--- config.mk ---
export PLATFORM = sky130hd
export DESIGN_NAME = oneshot_timer_table
export DESIGN_NICKNAME = d
export VERILOG_FILES = /design/src/rtl/ott_pkg.sv /design/src/rtl/ott_slot_ram.sv /design/src/rtl/oneshot_timer_table.sv
export VERILOG_INCLUDE_DIRS = /design/src /design/src/rtl
export SDC_FILE = /design/constraint.sdc
export NUM_CORES = 1
export LEC_CHECK = 0
export BUFFER_PORTS_ARGS = -buffer_cell sky130_fd_sc_hd__buf_4
export CAP_MARGIN = 30
export CORE_ASPECT_RATIO = 1.25
export CORE_UTILIZATION = 50
export CTS_CLUSTER_DIAMETER = 50
export DETAILED_ROUTE_END_ITERATION = 12
export GPL_ROUTABILITY_DRIVEN = 0
export PLACE_DENSITY = 0.7
export SETUP_SLACK_MARGIN = 0.3
export SYNTH_ARGS = -nofsm -noshare
export SYNTH_HDL_FRONTEND = slang
export SYNTH_SLANG_ARGS = --single-unit
--- constraint.sdc ---
create_clock -name clk -period 7.3 [get_ports clk]
set_input_delay 1.46 -clock clk [delete_from_list [all_inputs] [get_ports clk]]
set_output_delay 1.46 -clock clk [all_outputs]
set_load 0.01 [all_outputs]
--- src/rtl/oneshot_timer_table_assert.svh ---
// Assertion macros shared by the timer table RTL.
// Each macro expects signals named clk and rst_n in the enclosing scope.
`ifndef ONESHOT_TIMER_TABLE_ASSERT_SVH
`define ONESHOT_TIMER_TABLE_ASSERT_SVH

// The consequent must hold in the same cycle as the antecedent.
`define OTT_ASSERT_NOW(label, ante, cons, msg) \
    label: assert property (@(posedge clk) disable iff (!rst_n) (ante) |-> (cons)) \
        else $error(msg);

// The consequent must hold in the cycle after the antecedent.
`define OTT_ASSERT_NEXT(label, ante, cons, msg) \
    label: assert property (@(posedge clk) disable iff (!rst_n) (ante) |=> (cons)) \
        else $error(msg);

`endif

--- src/rtl/ott_pkg.sv ---
`default_nettype none

package ott_pkg;

    localparam int KIND_BITS = 2;

    localparam logic [KIND_BITS-1:0] KIND_ARMED = 2'd0;
    localparam logic [KIND_BITS-1:0] KIND_FIRED = 2'd1;
    localparam logic [KIND_BITS-1:0] KIND_NONE  = 2'd2;
    localparam logic [KIND_BITS-1:0] KIND_FULL  = 2'd3;

    localparam logic OP_ARM  = 1'b0;
    localparam logic OP_TICK = 1'b1;

endpackage

`default_nettype wire

--- src/rtl/ott_slot_ram.sv ---
`default_nettype none

// Simple dual-port memory: one write port, one read port with registered data.
module ott_slot_ram #(
    parameter int DEPTH     = 16,
    parameter int ADDR_BITS = 4,
    parameter int DATA_BITS = 40
) (
    input  wire logic                 clk,
    input  wire logic                 wr_en,
    input  wire logic [ADDR_BITS-1:0] wr_addr,
    input  wire logic [DATA_BITS-1:0] wr_data,
    input  wire logic                 rd_en,
    input  wire logic [ADDR_BITS-1:0] rd_addr,
    output logic      [DATA_BITS-1:0] rd_data
);

    logic [DATA_BITS-1:0] mem [DEPTH];

    always_ff @(posedge clk)
    begin
        if (wr_en)
        begin
            mem[wr_addr] <= wr_data;
        end
    end

    // Read data only changes on a read, so it holds while the consumer stalls.
    always_ff @(posedge clk)
    begin
        if (rd_en)
        begin
            rd_data <= mem[rd_addr];
        end
    end

endmodule

`default_nettype wire

--- src/rtl/oneshot_timer_table.sv ---
// Table of SLOTS one-shot timers. An arm request (tuser = 0) stores its handle and
// delay in the lowest free slot and returns one "armed" result with that slot, or one
// "full" result when every slot is in use. A tick request (tuser = 1) walks all slots
// in ascending order: each active timer whose remaining time is at most the elapsed
// amount fires (one result with slot and handle, and the slot is freed); the others
// are reduced by the elapsed amount. A tick that fires nothing returns one "none"
// result. The last result of each request has tlast set. Requests are taken one at a
// time. An arm walks up from slot 0 past the occupied slots to the chosen one; a tick
// walks every slot and finishes later when the highest slot holds an active timer,
// since that slot's read is evaluated only after the walk has passed the last slot.
// The walk covers one slot per cycle, reading each active slot of a tick through the
// single read port of the timer memory, and is held up while the result side does
// not take results. No clearing pass is needed after reset.
`default_nettype none

`include "oneshot_timer_table_assert.svh"

module oneshot_timer_table #(
    parameter int SLOTS       = 16,
    parameter int TIME_BITS   = 24,
    parameter int HANDLE_BITS = 16
) (
    input  wire logic clk,
    input  wire logic rst_n,

    input  wire logic s_axis_tvalid,
    output logic      s_axis_tready,
    // handle, amount
    input  wire logic [((HANDLE_BITS+TIME_BITS+7)/8)*8-1:0] s_axis_tdata,
    // opcode
    input  wire logic s_axis_tuser,

    output logic      m_axis_tvalid,
    input  wire logic m_axis_tready,
    // slot, fired_handle
    output logic [(($clog2(SLOTS)+HANDLE_BITS+7)/8)*8-1:0] m_axis_tdata,
    // kind
    output logic [ott_pkg::KIND_BITS-1:0] m_axis_tuser,
    output logic m_axis_tlast
);

    localparam int SLOT_BITS = $clog2(SLOTS);
    localparam int CNT_BITS  = $clog2(SLOTS + 1);
    localparam int WORD_BITS = HANDLE_BITS + TIME_BITS;

    localparam logic [1:0] ST_IDLE = 2'd0;
    localparam logic [1:0] ST_ARM  = 2'd1;
    localparam logic [1:0] ST_TICK = 2'd2;

    localparam logic [CNT_BITS-1:0] CNT_END = CNT_BITS'(SLOTS);

    logic [1:0]             state_reg, state_next;
    logic [CNT_BITS-1:0]    cnt_reg, cnt_next;
    logic [TIME_BITS-1:0]   amt_reg, amt_next;
    logic [HANDLE_BITS-1:0] hnd_reg, hnd_next;
    logic [SLOTS-1:0]       active_reg, active_next;

    logic                   eval_valid_reg, eval_valid_next;
    logic [SLOT_BITS-1:0]   eval_idx_reg, eval_idx_next;

    logic                   held_valid_reg, held_valid_next;
    logic [SLOT_BITS-1:0]   held_slot_reg, held_slot_next;
    logic [HANDLE_BITS-1:0] held_hnd_reg, held_hnd_next;

    logic                        out_valid_reg, out_valid_next;
    logic [ott_pkg::KIND_BITS-1:0] out_kind_reg, out_kind_next;
    logic [SLOT_BITS-1:0]        out_slot_reg, out_slot_next;
    logic [HANDLE_BITS-1:0]      out_hnd_reg, out_hnd_next;
    logic                        out_last_reg, out_last_next;

    logic                 ram_wr_en;
    logic [SLOT_BITS-1:0] ram_wr_addr;
    logic [WORD_BITS-1:0] ram_wr_data;
    logic                 ram_rd_en;
    logic [SLOT_BITS-1:0] ram_rd_addr;
    logic [WORD_BITS-1:0] ram_rd_data;

    logic [SLOT_BITS-1:0]   idx;
    logic                   at_end;
    logic                   out_free;
    logic [TIME_BITS-1:0]   rd_rem;
    logic [HANDLE_BITS-1:0] rd_hnd;
    logic                   fire;
    logic                   stall;

    // Each memory word holds the remaining time in the low bits and the handle above.
    ott_slot_ram #(
        .DEPTH     (SLOTS),
        .ADDR_BITS (SLOT_BITS),
        .DATA_BITS (WORD_BITS)
    ) u_slot_ram (
        .clk     (clk),
        .wr_en   (ram_wr_en),
        .wr_addr (ram_wr_addr),
        .wr_data (ram_wr_data),
        .rd_en   (ram_rd_en),
        .rd_addr (ram_rd_addr),
        .rd_data (ram_rd_data)
    );

    assign idx      = cnt_reg[SLOT_BITS-1:0];
    assign at_end   = (cnt_reg == CNT_END);
    assign out_free = !out_valid_reg || m_axis_tready;
    assign rd_rem   = ram_rd_data[TIME_BITS-1:0];
    assign rd_hnd   = ram_rd_data[TIME_BITS +: HANDLE_BITS];
    assign fire     = (rd_rem <= amt_reg);

    // A fired timer waits in the held register until the walk knows whether it is
    // the last one; a second fire pushes the held one out and must wait for room.
    assign stall = eval_valid_reg && fire && held_valid_reg && !out_free;

    assign s_axis_tready = (state_reg == ST_IDLE);

    always_comb
    begin
        state_next      = state_reg;
        cnt_next        = cnt_reg;
        amt_next        = amt_reg;
        hnd_next        = hnd_reg;
        active_next     = active_reg;
        eval_valid_next = eval_valid_reg;
        eval_idx_next   = eval_idx_reg;
        held_valid_next = held_valid_reg;
        held_slot_next  = held_slot_reg;
        held_hnd_next   = held_hnd_reg;
        out_valid_next  = out_valid_reg && !m_axis_tready;
        out_kind_next   = out_kind_reg;
        out_slot_next   = out_slot_reg;
        out_hnd_next    = out_hnd_reg;
        out_last_next   = out_last_reg;
        ram_wr_en       = 1'b0;
        ram_wr_addr     = eval_idx_reg;
        ram_wr_data     = {rd_hnd, rd_rem - amt_reg};
        ram_rd_en       = 1'b0;
        ram_rd_addr     = idx;

        unique case (state_reg)
            ST_IDLE:
            begin
                if (s_axis_tvalid)
                begin
                    hnd_next   = s_axis_tdata[HANDLE_BITS-1:0];
                    amt_next   = s_axis_tdata[HANDLE_BITS +: TIME_BITS];
                    cnt_next   = '0;
                    state_next = (s_axis_tuser == ott_pkg::OP_TICK) ? ST_TICK : ST_ARM;
                end
            end

            ST_ARM:
            begin
                if (at_end)
                begin
                    if (out_free)
                    begin
                        out_valid_next = 1'b1;
                        out_kind_next  = ott_pkg::KIND_FULL;
                        out_slot_next  = '0;
                        out_hnd_next   = '0;
                        out_last_next  = 1'b1;
                        state_next     = ST_IDLE;
                    end
                end
                else if (!active_reg[idx])
                begin
                    if (out_free)
                    begin
                        ram_wr_en        = 1'b1;
                        ram_wr_addr      = idx;
                        ram_wr_data      = {hnd_reg, amt_reg};
                        active_next[idx] = 1'b1;
                        out_valid_next   = 1'b1;
                        out_kind_next    = ott_pkg::KIND_ARMED;
                        out_slot_next    = idx;
                        out_hnd_next     = hnd_reg;
                        out_last_next    = 1'b1;
                        state_next       = ST_IDLE;
                    end
                end
                else
                begin
                    cnt_next = cnt_reg + CNT_BITS'(1);
                end
            end

            ST_TICK:
            begin
                // Evaluate the slot whose read was issued last; its data holds through a stall.
                if (eval_valid_reg && !stall)
                begin
                    if (fire)
                    begin
                        active_next[eval_idx_reg] = 1'b0;
                        if (held_valid_reg)
                        begin
                            out_valid_next = 1'b1;
                            out_kind_next  = ott_pkg::KIND_FIRED;
                            out_slot_next  = held_slot_reg;
                            out_hnd_next   = held_hnd_reg;
                            out_last_next  = 1'b0;
                        end
                        held_valid_next = 1'b1;
                        held_slot_next  = eval_idx_reg;
                        held_hnd_next   = rd_hnd;
                    end
                    else
                    begin
                        ram_wr_en = 1'b1;
                    end
                end

                // Issue the read of the next slot; it never hits the slot written back.
                if (!stall)
                begin
                    if (!at_end)
                    begin
                        eval_valid_next = active_reg[idx];
                        eval_idx_next   = idx;
                        ram_rd_en       = active_reg[idx];
                        cnt_next        = cnt_reg + CNT_BITS'(1);
                    end
                    else
                    begin
                        eval_valid_next = 1'b0;
                    end
                end

                if (at_end && !eval_valid_reg && out_free)
                begin
                    out_valid_next  = 1'b1;
                    out_last_next   = 1'b1;
                    if (held_valid_reg)
                    begin
                        out_kind_next = ott_pkg::KIND_FIRED;
                        out_slot_next = held_slot_reg;
                        out_hnd_next  = held_hnd_reg;
                    end
                    else
                    begin
                        out_kind_next = ott_pkg::KIND_NONE;
                        out_slot_next = '0;
                        out_hnd_next  = '0;
                    end
                    held_valid_next = 1'b0;
                    state_next      = ST_IDLE;
                end
            end

            default:
            begin
                state_next = ST_IDLE;
            end
        endcase
    end

    always_ff @(posedge clk or negedge rst_n)
    begin
        if (!rst_n)
        begin
            state_reg      <= ST_IDLE;
            cnt_reg        <= '0;
            active_reg     <= '0;
            eval_valid_reg <= 1'b0;
            held_valid_reg <= 1'b0;
            out_valid_reg  <= 1'b0;
        end
        else
        begin
            state_reg      <= state_next;
            cnt_reg        <= cnt_next;
            active_reg     <= active_next;
            eval_valid_reg <= eval_valid_next;
            held_valid_reg <= held_valid_next;
            out_valid_reg  <= out_valid_next;
        end
    end

    always_ff @(posedge clk)
    begin
        amt_reg       <= amt_next;
        hnd_reg       <= hnd_next;
        eval_idx_reg  <= eval_idx_next;
        held_slot_reg <= held_slot_next;
        held_hnd_reg  <= held_hnd_next;
        out_kind_reg  <= out_kind_next;
        out_slot_reg  <= out_slot_next;
        out_hnd_reg   <= out_hnd_next;
        out_last_reg  <= out_last_next;
    end

    assign m_axis_tvalid = out_valid_reg;
    assign m_axis_tuser  = out_kind_reg;
    assign m_axis_tlast  = out_last_reg;

    always_comb
    begin
        m_axis_tdata                            = '0;
        m_axis_tdata[SLOT_BITS-1:0]             = out_slot_reg;
        m_axis_tdata[SLOT_BITS +: HANDLE_BITS]  = out_hnd_reg;
    end

    `OTT_ASSERT_NOW(a_idle_clean, s_axis_tready, !eval_valid_reg && !held_valid_reg,
        "idle with a tick still in progress")
    `OTT_ASSERT_NOW(a_held_in_tick, held_valid_reg || eval_valid_reg, state_reg == ST_TICK,
        "tick pipeline busy outside a tick")
    `OTT_ASSERT_NOW(a_ram_no_overlap, ram_wr_en && ram_rd_en, ram_wr_addr != ram_rd_addr,
        "timer memory read and write hit the same slot")
    `OTT_ASSERT_NEXT(a_accept_busy, s_axis_tvalid && s_axis_tready, !s_axis_tready,
        "accepted request did not start")
    `OTT_ASSERT_NOW(a_single_arm, m_axis_tvalid && m_axis_tuser == ott_pkg::KIND_ARMED,
        m_axis_tlast, "arm result without last")

endmodule

`default_nettype wire
==> PnR_summary.wiki, run 1 <==
{| class="wikitable"
! Metric !! Value
|-
| Vias in the first global route || 16230
|-
| Path category of the worst min-delay check || reg2reg
|-
| Reg-to-reg endpoint || u_slot_ram.mem[15][11]
|-
| Number of synthesized flops with an enable pin || between 700 and 800
|-
| Leakage || 0.0118 uW
|-
| Total global-route track usage || 22.7%
|-
| Worst-case vdd ir drop || 202 uV
|-
| Commonest register cell after synthesis || sky130_fd_sc_hd__edfxtp_1
|-
| Net count of the finished layout || 1747
|-
| Initial DRC Count || 1514
|-
| Startpoint of the tightest hold check path || u_slot_ram.rd_data[33]
|-
| Net load switching power || 4270 uW
|-
| Number of instances on the worst hold path || 0
|-
| Width of the chip || 227 um
|-
| Number of cells produced by synthesis || 1533
|-
| Maximum clock frequency || 190 MHz
|-
| Hold Violations, Final || 0
|-
| Switching share of power || 29.7%
|-
| Worst setup path category || reg2reg
|-
| Register-to-register setup slack || 2.04 ns
|-
| Half-perimeter wire length after placement || approximately 42 mm
|-
| Total vias in the final route || approximately 16000
|-
| Post-synth top area share || 72.9%
|-
| TritonCTS sink count || approximately 790
|-
| Finished Layout Cells || 2564
|-
| Boundary pin count || 74
|-
| Root buf cell || sky130_fd_sc_hd__clkbuf_16
|-
| Count of antenna diodes in the layout || 0
|-
| Clock latency on the worst-skew pair || 0.64 ns
|-
| Clock buffer depth || 3
|-
| Total of fill cells in the finished design || about 4500
|-
| Number of different library cells in the post-synthesis netlist || 66
|-
| Combinational fraction of design power || 25.8%
|-
| Cell area after technology mapping || 31600 um2
|-
| End point of the worst hold path || held_hnd_reg[9]
|-
| Number of buffers created by CTS || 80
|-
| Count of warnings emitted by yosys || 0
|-
| Max-capacitance violation count || 0
|-
| Area of the die || 64200 um2
|-
| Post-route ant nets || 0
|-
| Crit path launch type || register
|-
| CTS tree || yes
|-
| Count of endpoints failing setup in the final report || 0
|-
| Initial antenna violation count || 0
|-
| Die height || 283 um
|-
| Flip-flop count of the largest register after layout || 640
|-
| Layout cell share with drive strength beyond 1 || 29.2%
|-
| # hold bufs at CTS || 0
|-
| Syn-to-layout area delta || 14.5%
|-
| Grt ovf || 0
|-
| Tightest slew margin relative to the limit || 24.2%
|-
| Resized Gates After CTS || 0
|-
| Arrival @ worst endpoint || 5.55 ns
|-
| Ratio of routed vias to standard cells || slightly above 6
|-
| Setup Fix Bufs, Post-CTS || 0
|-
| Data required time of the worst path || 7.59 ns
|-
| Total power draw || 14400 uW
|-
| Run status || finished clean
|-
| Number of cells in the design after placement || approximately 2400
|-
| Number of buffers added on ports || slightly below 70
|-
| Clk pwr share || 29.0%
|-
| Placement Cell Area || 33500 um2
|-
| Largest net degree at the start of global routing || 110
|-
| Power density of the placed cells || 398 nW/um2
|-
| Number of placement rows || 102
|-
| Core box area || 62300 um2
|-
| DRC errors left || 0
|-
| Global-route wire length before repair || 105 mm
|-
| Cell type contributing the most total cell area after synthesis || sky130_fd_sc_hd__edfxtp_1
|-
| Aggregate negative setup slack || 0 ns
|-
| Most common cell after layout, fill and taps aside || sky130_fd_sc_hd__edfxtp_1
|-
| Mean Syn Cell Area || 20.6 um2
|-
| Area of all placed cells without fillers || 36200 um2
|-
| Pin slew with the least headroom to its limit || 1.13 ns
|-
| RSZ-0062 raised after global routing || no
|-
| CTS H-Tree Depth || 3
|-
| Number of cells traversed by the worst register-to-register path || 11
|-
| Final setup skew || 0.0350 ns
|-
| Sequential share of power || ~45%
|-
| Clock transition at the registers of the reported paths || about 0.060 ns
|-
| Initial standard-cell utilization of the core || 50.8%
|-
| Routed wire length || about 70 mm
|-
| Internal power || 10100 uW
|-
| Fraction of the yosys area taken by sequential cells || 74.9%
|-
| Async set-or-reset flop fraction in the synthesized netlist || 3.28%
|-
| Flop and latch count out of synthesis || 793
|-
| Hold_ws || between 0.4 and 0.5 ns
|-
| Average routed wire per standard cell || 27.5 um
|-
| Element type at the critical path end || register
|-
| Total count of max-transition violations in the final report || 0
|-
| Final worst-path cycle share || between 70% and 80%
|-
| Reg2Reg Launch Point || amt_reg[0]
|-
| First-pass DRT Iterations || 5
|-
| Ranking of synthesized cells by area || sky130_fd_sc_hd__edfxtp_1 73%, sky130_fd_sc_hd__mux4_2 15%, sky130_fd_sc_hd__dfrtp_1 2.1%
|-
| Critical Path Fanout Max || 21
|-
| Top library cells by usage in the layout, fill and taps aside || 767 x sky130_fd_sc_hd__edfxtp_1, 204 x sky130_fd_sc_hd__mux4_2, 111 x sky130_fd_sc_hd__buf_4, 81 x sky130_fd_sc_hd__clkbuf_16, 53 x sky130_fd_sc_hd__nand2_1
|-
| Min Tclk post-route || 5.26 ns
|}
[power groups by stage]
stage                     Clock, uW  Combinational (uW)  Sequential, uW
after floorplan                   0                2290            6560
after global placement            0                3480            6610
after detailed placement          0                3730            6590
after CTS                      4230                3740            6500
after global routing           4400                4000            6530
final                          4180                3720            6500
[cell families after synthesis]
kind of cell	share of synthesized area, %
compound gates	3.80
xor+xnor	0.499
fa+ha+maj	1.33
buf+inv	1.58
flops	74.9
mux	15.3
other cells	0.0119
simple gates	2.60
[worst max-delay path: stages (launching register included)]
cell and delay (ns):
sky130_fd_sc_hd__edfxtp_1 0.39, sky130_fd_sc_hd__ha_1 0.25, sky130_fd_sc_hd__fa_1 0.42, sky130_fd_sc_hd__nor2b_1 0.12, sky130_fd_sc_hd__o21ai_0 0.11, sky130_fd_sc_hd__a21oi_1 0.42, sky130_fd_sc_hd__o211a_1 0.31, sky130_fd_sc_hd__o211ai_1 0.27
sky130_fd_sc_hd__a2111oi_1 0.89, sky130_fd_sc_hd__a31oi_1 0.50, sky130_fd_sc_hd__nor2_4 0.77, sky130_fd_sc_hd__buf_4 0.46
[layer usage]
layer	routed length [um]	track usage [%]	part of all wire [%]
met2	37000	38.4	53
met1	27300	29.9	39
met4	2290	8.87	3.3
met3	3760	2.92	5.3
met5	0	0	0
[cell usage after synthesis (3+ instances only)]
| cell | count |
|---|---|
| sky130_fd_sc_hd__edfxtp_1 | 767 |
| sky130_fd_sc_hd__mux4_2 | 204 |
| sky130_fd_sc_hd__nand2_1 | 53 |
| sky130_fd_sc_hd__nor2_1 | 53 |
| sky130_fd_sc_hd__inv_1 | 45 |
| sky130_fd_sc_hd__a21oi_1 | 43 |
| sky130_fd_sc_hd__clkbuf_1 | 42 |
| sky130_fd_sc_hd__ha_1 | 32 |
| sky130_fd_sc_hd__o21ai_0 | 27 |
| sky130_fd_sc_hd__dfrtp_1 | 26 |
| sky130_fd_sc_hd__a22o_1 | 19 |
| sky130_fd_sc_hd__mux2_2 | 17 |
| sky130_fd_sc_hd__a21o_1 | 13 |
| sky130_fd_sc_hd__buf_1 | 13 |
| sky130_fd_sc_hd__a31oi_1 | 12 |
| sky130_fd_sc_hd__nand3_1 | 12 |
| sky130_fd_sc_hd__nor3_1 | 10 |
| sky130_fd_sc_hd__xor2_1 | 10 |
| sky130_fd_sc_hd__nand4_1 | 8 |
| sky130_fd_sc_hd__o31ai_1 | 8 |
| sky130_fd_sc_hd__xnor2_1 | 8 |
| sky130_fd_sc_hd__and3_1 | 6 |
| sky130_fd_sc_hd__buf_2 | 6 |
| sky130_fd_sc_hd__buf_4 | 6 |
| sky130_fd_sc_hd__nor2b_1 | 6 |
| sky130_fd_sc_hd__o21bai_1 | 6 |
| sky130_fd_sc_hd__a211o_1 | 5 |
| sky130_fd_sc_hd__a21oi_2 | 5 |
| sky130_fd_sc_hd__buf_6 | 4 |
| sky130_fd_sc_hd__mux2i_1 | 4 |
| sky130_fd_sc_hd__nor3b_1 | 4 |
| sky130_fd_sc_hd__o41ai_1 | 4 |
| sky130_fd_sc_hd__a211oi_1 | 3 |
| sky130_fd_sc_hd__a22oi_1 | 3 |
| sky130_fd_sc_hd__and2_1 | 3 |
| sky130_fd_sc_hd__nand2b_1 | 3 |
| sky130_fd_sc_hd__nor4_1 | 3 |
| sky130_fd_sc_hd__o211a_1 | 3 |
| sky130_fd_sc_hd__or3_1 | 3 |
[final cells by class]
class	instances	area [um2]	area share [%]
Clock buffer	92	2070	5.71
Clock inverter	53	607	1.68
Inverter	46	174	0.480
Multi-Input combinational cell	626	7580	20.9
Sequential cell	793	23700	65.5
Tap cell	832	1040	2.88
Timing Repair Buffer	122	1040	2.86
[how the worst max path moves through the flow]
| stage | start | to | slack, ns | cells after the start |
|---|---|---|---|---|
| 2_1_floorplan | cnt_reg[0] | u_slot_ram.mem[2][0] | 2.23 | 12 |
| 3_3_place_gp | cnt_reg[3] | u_slot_ram.mem[15][11] | 2.20 | 8 |
| 3_5_place_dp | m_axis_tready | u_slot_ram.mem[5][32] | 2.06 | 7 |
| 4_1_cts | amt_reg[0] | u_slot_ram.mem[5][8] | 2.07 | 11 |
| 5_1_grt | cnt_reg[3] | u_slot_ram.mem[15][10] | 1.72 | 8 |
| 6_report | amt_reg[0] | u_slot_ram.mem[15][11] | 2.04 | 11 |
[stage by stage]
stage	setup slack [ns]	util (%)
floorplan	2.23	-
global placement	2.20	53.6
detailed placement	2.06	53.8
CTS	2.07	58.1
global route	1.72	58.1
finish	2.04	58.1
No activity file was read; power rests on OpenSTA's default activity.
==> inputs of run 2 (changes only) <==
--- a/config.mk
+++ b/config.mk
@@ -13,7 +13,7 @@
 export CTS_CLUSTER_DIAMETER = 50
 export DETAILED_ROUTE_END_ITERATION = 12
 export GPL_ROUTABILITY_DRIVEN = 0
-export PLACE_DENSITY = 0.7
+export PLACE_DENSITY = 0.73
 export SETUP_SLACK_MARGIN = 0.3
 export SYNTH_ARGS = -nofsm -noshare
 export SYNTH_HDL_FRONTEND = slang
==> constraint.sdc (replaced) <==
create_clock -name clk -period 4.5 [get_ports clk]
set_input_delay 0.9 -clock clk [delete_from_list [all_inputs] [get_ports clk]]
set_output_delay 0.9 -clock clk [all_outputs]
set_load 0.01 [all_outputs]
==> run 2 against run 1 <==
Against the previous run: non-clock buffer count up 32; highest routed layer unchanged; worst setup slack worse by 1.4 ns; largest power group unchanged; clock power up 49%; die area unchanged.
==> PnR_summary.wiki, run 2 (synthesized netlist as in run 1, its figures left out) <==
{| class="wikitable"
! Metric !! Value
|-
| Run status || finished clean (unchanged)
|-
| Min Tclk post-route || 3.84 ns (was 5.26 ns)
|-
| TritonCTS sink count || 793 (unchanged)
|-
| Met3 wire length || 5.01 mm (was 3.76 mm)
|-
| Data required time of the worst path || 4.78 ns (was 7.59 ns)
|-
| Half-perimeter wire length after placement || 41.0 mm (was 41.8 mm)
|-
| Number of placement rows || 102 (unchanged)
|-
| Arrival @ worst endpoint || 4.13 ns (was 5.55 ns)
|-
| Ratio of routed vias to standard cells || 6.12 (was 6.07)
|-
| Clock transition at the registers of the reported paths || 0.06 ns (about the same)
|-
| Maximum clock frequency || 260 MHz (was 190 MHz)
|-
| Initial DRC Count || 1873 (was 1514)
|-
| Final worst-path cycle share || 85.4% (was 72.1%)
|-
| Clock latency on the worst-skew pair || 0.62 ns (was 0.64 ns)
|-
| Post-route met1 wirelength || 27.3 mm (about the same)
|-
| Final worst slack || 0.655 ns (was 2.04 ns)
|-
| Post-route ant nets || 0 (unchanged)
|-
| Area of all placed cells without fillers || 36400 um2 (was 36200 um2)
|-
| Number of buffers added on ports || 69 (unchanged)
|-
| # hold bufs at CTS || 0 (unchanged)
|-
| Critical Path Fanout Max || 28 (was 21)
|-
| Element type at the critical path end || register (unchanged)
|-
| Leakage || 0.0119 uW (was 0.0118 uW)
|-
| Most common cell after layout, fill and taps aside || sky130_fd_sc_hd__edfxtp_1 (unchanged)
|-
| Total count of max-transition violations in the final report || 0 (unchanged)
|-
| Initial antenna violation count || 0 (unchanged)
|-
| Average routed wire per standard cell || 27.0 um (was 27.5 um)
|-
| Total length of routed met2 wires || 35.7 mm (was 37.0 mm)
|-
| Reg2Reg Launch Point || amt_reg[0] (unchanged)
|-
| Top library cells by usage in the layout, fill and taps aside || 767 x sky130_fd_sc_hd__edfxtp_1, 204 x sky130_fd_sc_hd__mux4_2, 122 x sky130_fd_sc_hd__buf_4, 76 x sky130_fd_sc_hd__clkbuf_16, 53 x sky130_fd_sc_hd__nand2_1 (was 767 x sky130_fd_sc_hd__edfxtp_1, 204 x sky130_fd_sc_hd__mux4_2, 111 x sky130_fd_sc_hd__buf_4, 81 x sky130_fd_sc_hd__clkbuf_16, 53 x sky130_fd_sc_hd__nand2_1)
|-
| Hold_ws || 0.200 ns (was 0.450 ns)
|-
| Grt ovf || 0 (unchanged)
|-
| Reg-to-reg endpoint || u_slot_ram.mem[3][4] (was u_slot_ram.mem[15][11])
|-
| Total global-route track usage || 22.5% (was 22.7%)
|-
| Global-route wire length before repair || 105 mm (about the same)
|-
| Capturing instance or port of the critical path || u_slot_ram.mem[3][4] (was u_slot_ram.mem[15][11])
|-
| Placement Cell Area || 34000 um2 (was 33500 um2)
|-
| Hold Violations, Final || 0 (unchanged)
|-
| Initial standard-cell utilization of the core || 50.8% (unchanged)
|-
| Area of the die || 64200 um2 (unchanged)
|-
| Resized Gates After CTS || 0 (unchanged)
|-
| Pre-CTS worst setup slack || 0.744 ns (was 2.06 ns)
|-
| Number of cells traversed by the worst register-to-register path || 14 (was 11)
|-
| Clock buffer depth || 3 (unchanged)
|-
| CTS H-Tree Depth || 3 (unchanged)
|-
| Register-to-register setup slack || 0.66 ns (was 2.04 ns)
|-
| Worst-case vdd ir drop || 315 uV (was 202 uV)
|-
| Root buf cell || sky130_fd_sc_hd__clkbuf_16 (unchanged)
|-
| Count of endpoints failing setup in the final report || 0 (unchanged)
|-
| Highest layer used for signal routing || met4 (unchanged)
|-
| Crit path launch type || register (unchanged)
|-
| Width of the chip || 227 um (unchanged)
|-
| Vias in the first global route || 16491 (was 16230)
|-
| Boundary pin count || 74 (unchanged)
|-
| Flip-flop count of the largest register after layout || 640 (unchanged)
|-
| Largest net degree at the start of global routing || 68 (was 110)
|-
| Max-capacitance violation count || 0 (unchanged)
|-
| CTS tree || yes (unchanged)
|-
| Path category of the worst min-delay check || in2async (was reg2reg)
|-
| Count of antenna diodes in the layout || 0 (unchanged)
|-
| Total vias in the final route || 15822 (was 15571)
|-
| Startpoint of the most critical setup path || amt_reg[0] (unchanged)
|-
| Number of buffers created by CTS || 75 (was 80)
|-
| Die height || 283 um (unchanged)
|-
| Core box area || 62300 um2 (unchanged)
|-
| Final setup skew || 0.0240 ns (was 0.0350 ns)
|-
| Layout cell share with drive strength beyond 1 || 29.4% (was 29.2%)
|-
| Power density of the placed cells || 622 nW/um2 (was 398 nW/um2)
|-
| Setup Fix Bufs, Post-CTS || 0 (unchanged)
|-
| DRC errors left || 0 (unchanged)
|-
| Aggregate negative setup slack || 0 ns (unchanged)
|-
| Routed wire length || 69.8 mm (was 70.4 mm)
|-
| Syn-to-layout area delta || 15.3% (was 14.5%)
|-
| Tightest slew margin relative to the limit || 31.3% (was 24.2%)
|-
| RSZ-0062 raised after global routing || no (unchanged)
|-
| Pin slew with the least headroom to its limit || 1.03 ns (was 1.13 ns)
|-
| Net count of the finished layout || 1774 (was 1747)
|-
| Worst setup path category || reg2reg (unchanged)
|-
| First-pass DRT Iterations || 5 (unchanged)
|}
## run 2: cell types whose count changed in the layout (fill, tap and decap cells not counted), sizes merged
cell,delta
inv,-5
clkbuf,-1
buf,+32
bufinv,-2
clkinvlp,-4
## run 2: per-layer routing
metal / track usage, % / up-vias
met1: 30.5 / 8360
met2: 37.2 / 676
li1: - / 6668
met3: 3.87 / 118
met4: 7.06 / 0
met5: 0 / -
## run 2: layout make-up
class | instances | area, um2
fillers | 4463 | 25800
flip-flops and latches | 793 | 23700
multi-input cells | 626 | 7570
clock buffers | 91 | 1960
repair buffers | 154 | 1570
well taps | 832 | 1040
clock inverters | 42 | 432
inverters | 46 | 174
## run 2: per-stage QoR
stage               utilization, %  cells  power, uW
finish                        58.5   2584      22700
global route                  58.5   2584      23500
CTS                           58.4   2582      22800
detailed placement            54.6   2449      16500
global placement              54.5   2447      16300
floorplan                        -   1536      14400
## run 2: how the worst min path moves through the flow
stage,from,end,slack (ns)
global placement,u_slot_ram.rd_data[38],held_hnd_reg[14],0.43
floorplan,cnt_reg[3],eval_idx_reg[3],0.42
CTS,rst_n,active_reg[11],0.19
detailed placement,u_slot_ram.rd_data[38],held_hnd_reg[14],0.43
finish,rst_n,active_reg[8],0.20
global route,rst_n,active_reg[11],0.20
## run 2: power breakdown
| group | internal (uW) | switching [uW] | leakage, uW | total [uW] |
|---|---|---|---|---|
| logic | 2250 | 3670 | 0.00345 | 5910 |
| clock network | 3570 | 2650 | 0.00116 | 6220 |
| registers | 10300 | 264 | 0.00728 | 10500 |
| total | 16100 | 6580 | 0.0119 | 22700 |
## run 2: critical path: stages (launching register included)
cell and delay (ns):
sky130_fd_sc_hd__edfxtp_1 0.39, sky130_fd_sc_hd__ha_1 0.25, sky130_fd_sc_hd__fa_1 0.42, sky130_fd_sc_hd__nor2b_1 0.12
sky130_fd_sc_hd__o21ai_0 0.11, sky130_fd_sc_hd__a21oi_1 0.19, sky130_fd_sc_hd__buf_4 0.17, sky130_fd_sc_hd__o211a_1 0.20
sky130_fd_sc_hd__o211ai_1 0.24, sky130_fd_sc_hd__a2111oi_1 0.50, sky130_fd_sc_hd__buf_4 0.20, sky130_fd_sc_hd__a31oi_1 0.09
sky130_fd_sc_hd__buf_4 0.21, sky130_fd_sc_hd__nor2_4 0.15, sky130_fd_sc_hd__buf_12 0.26
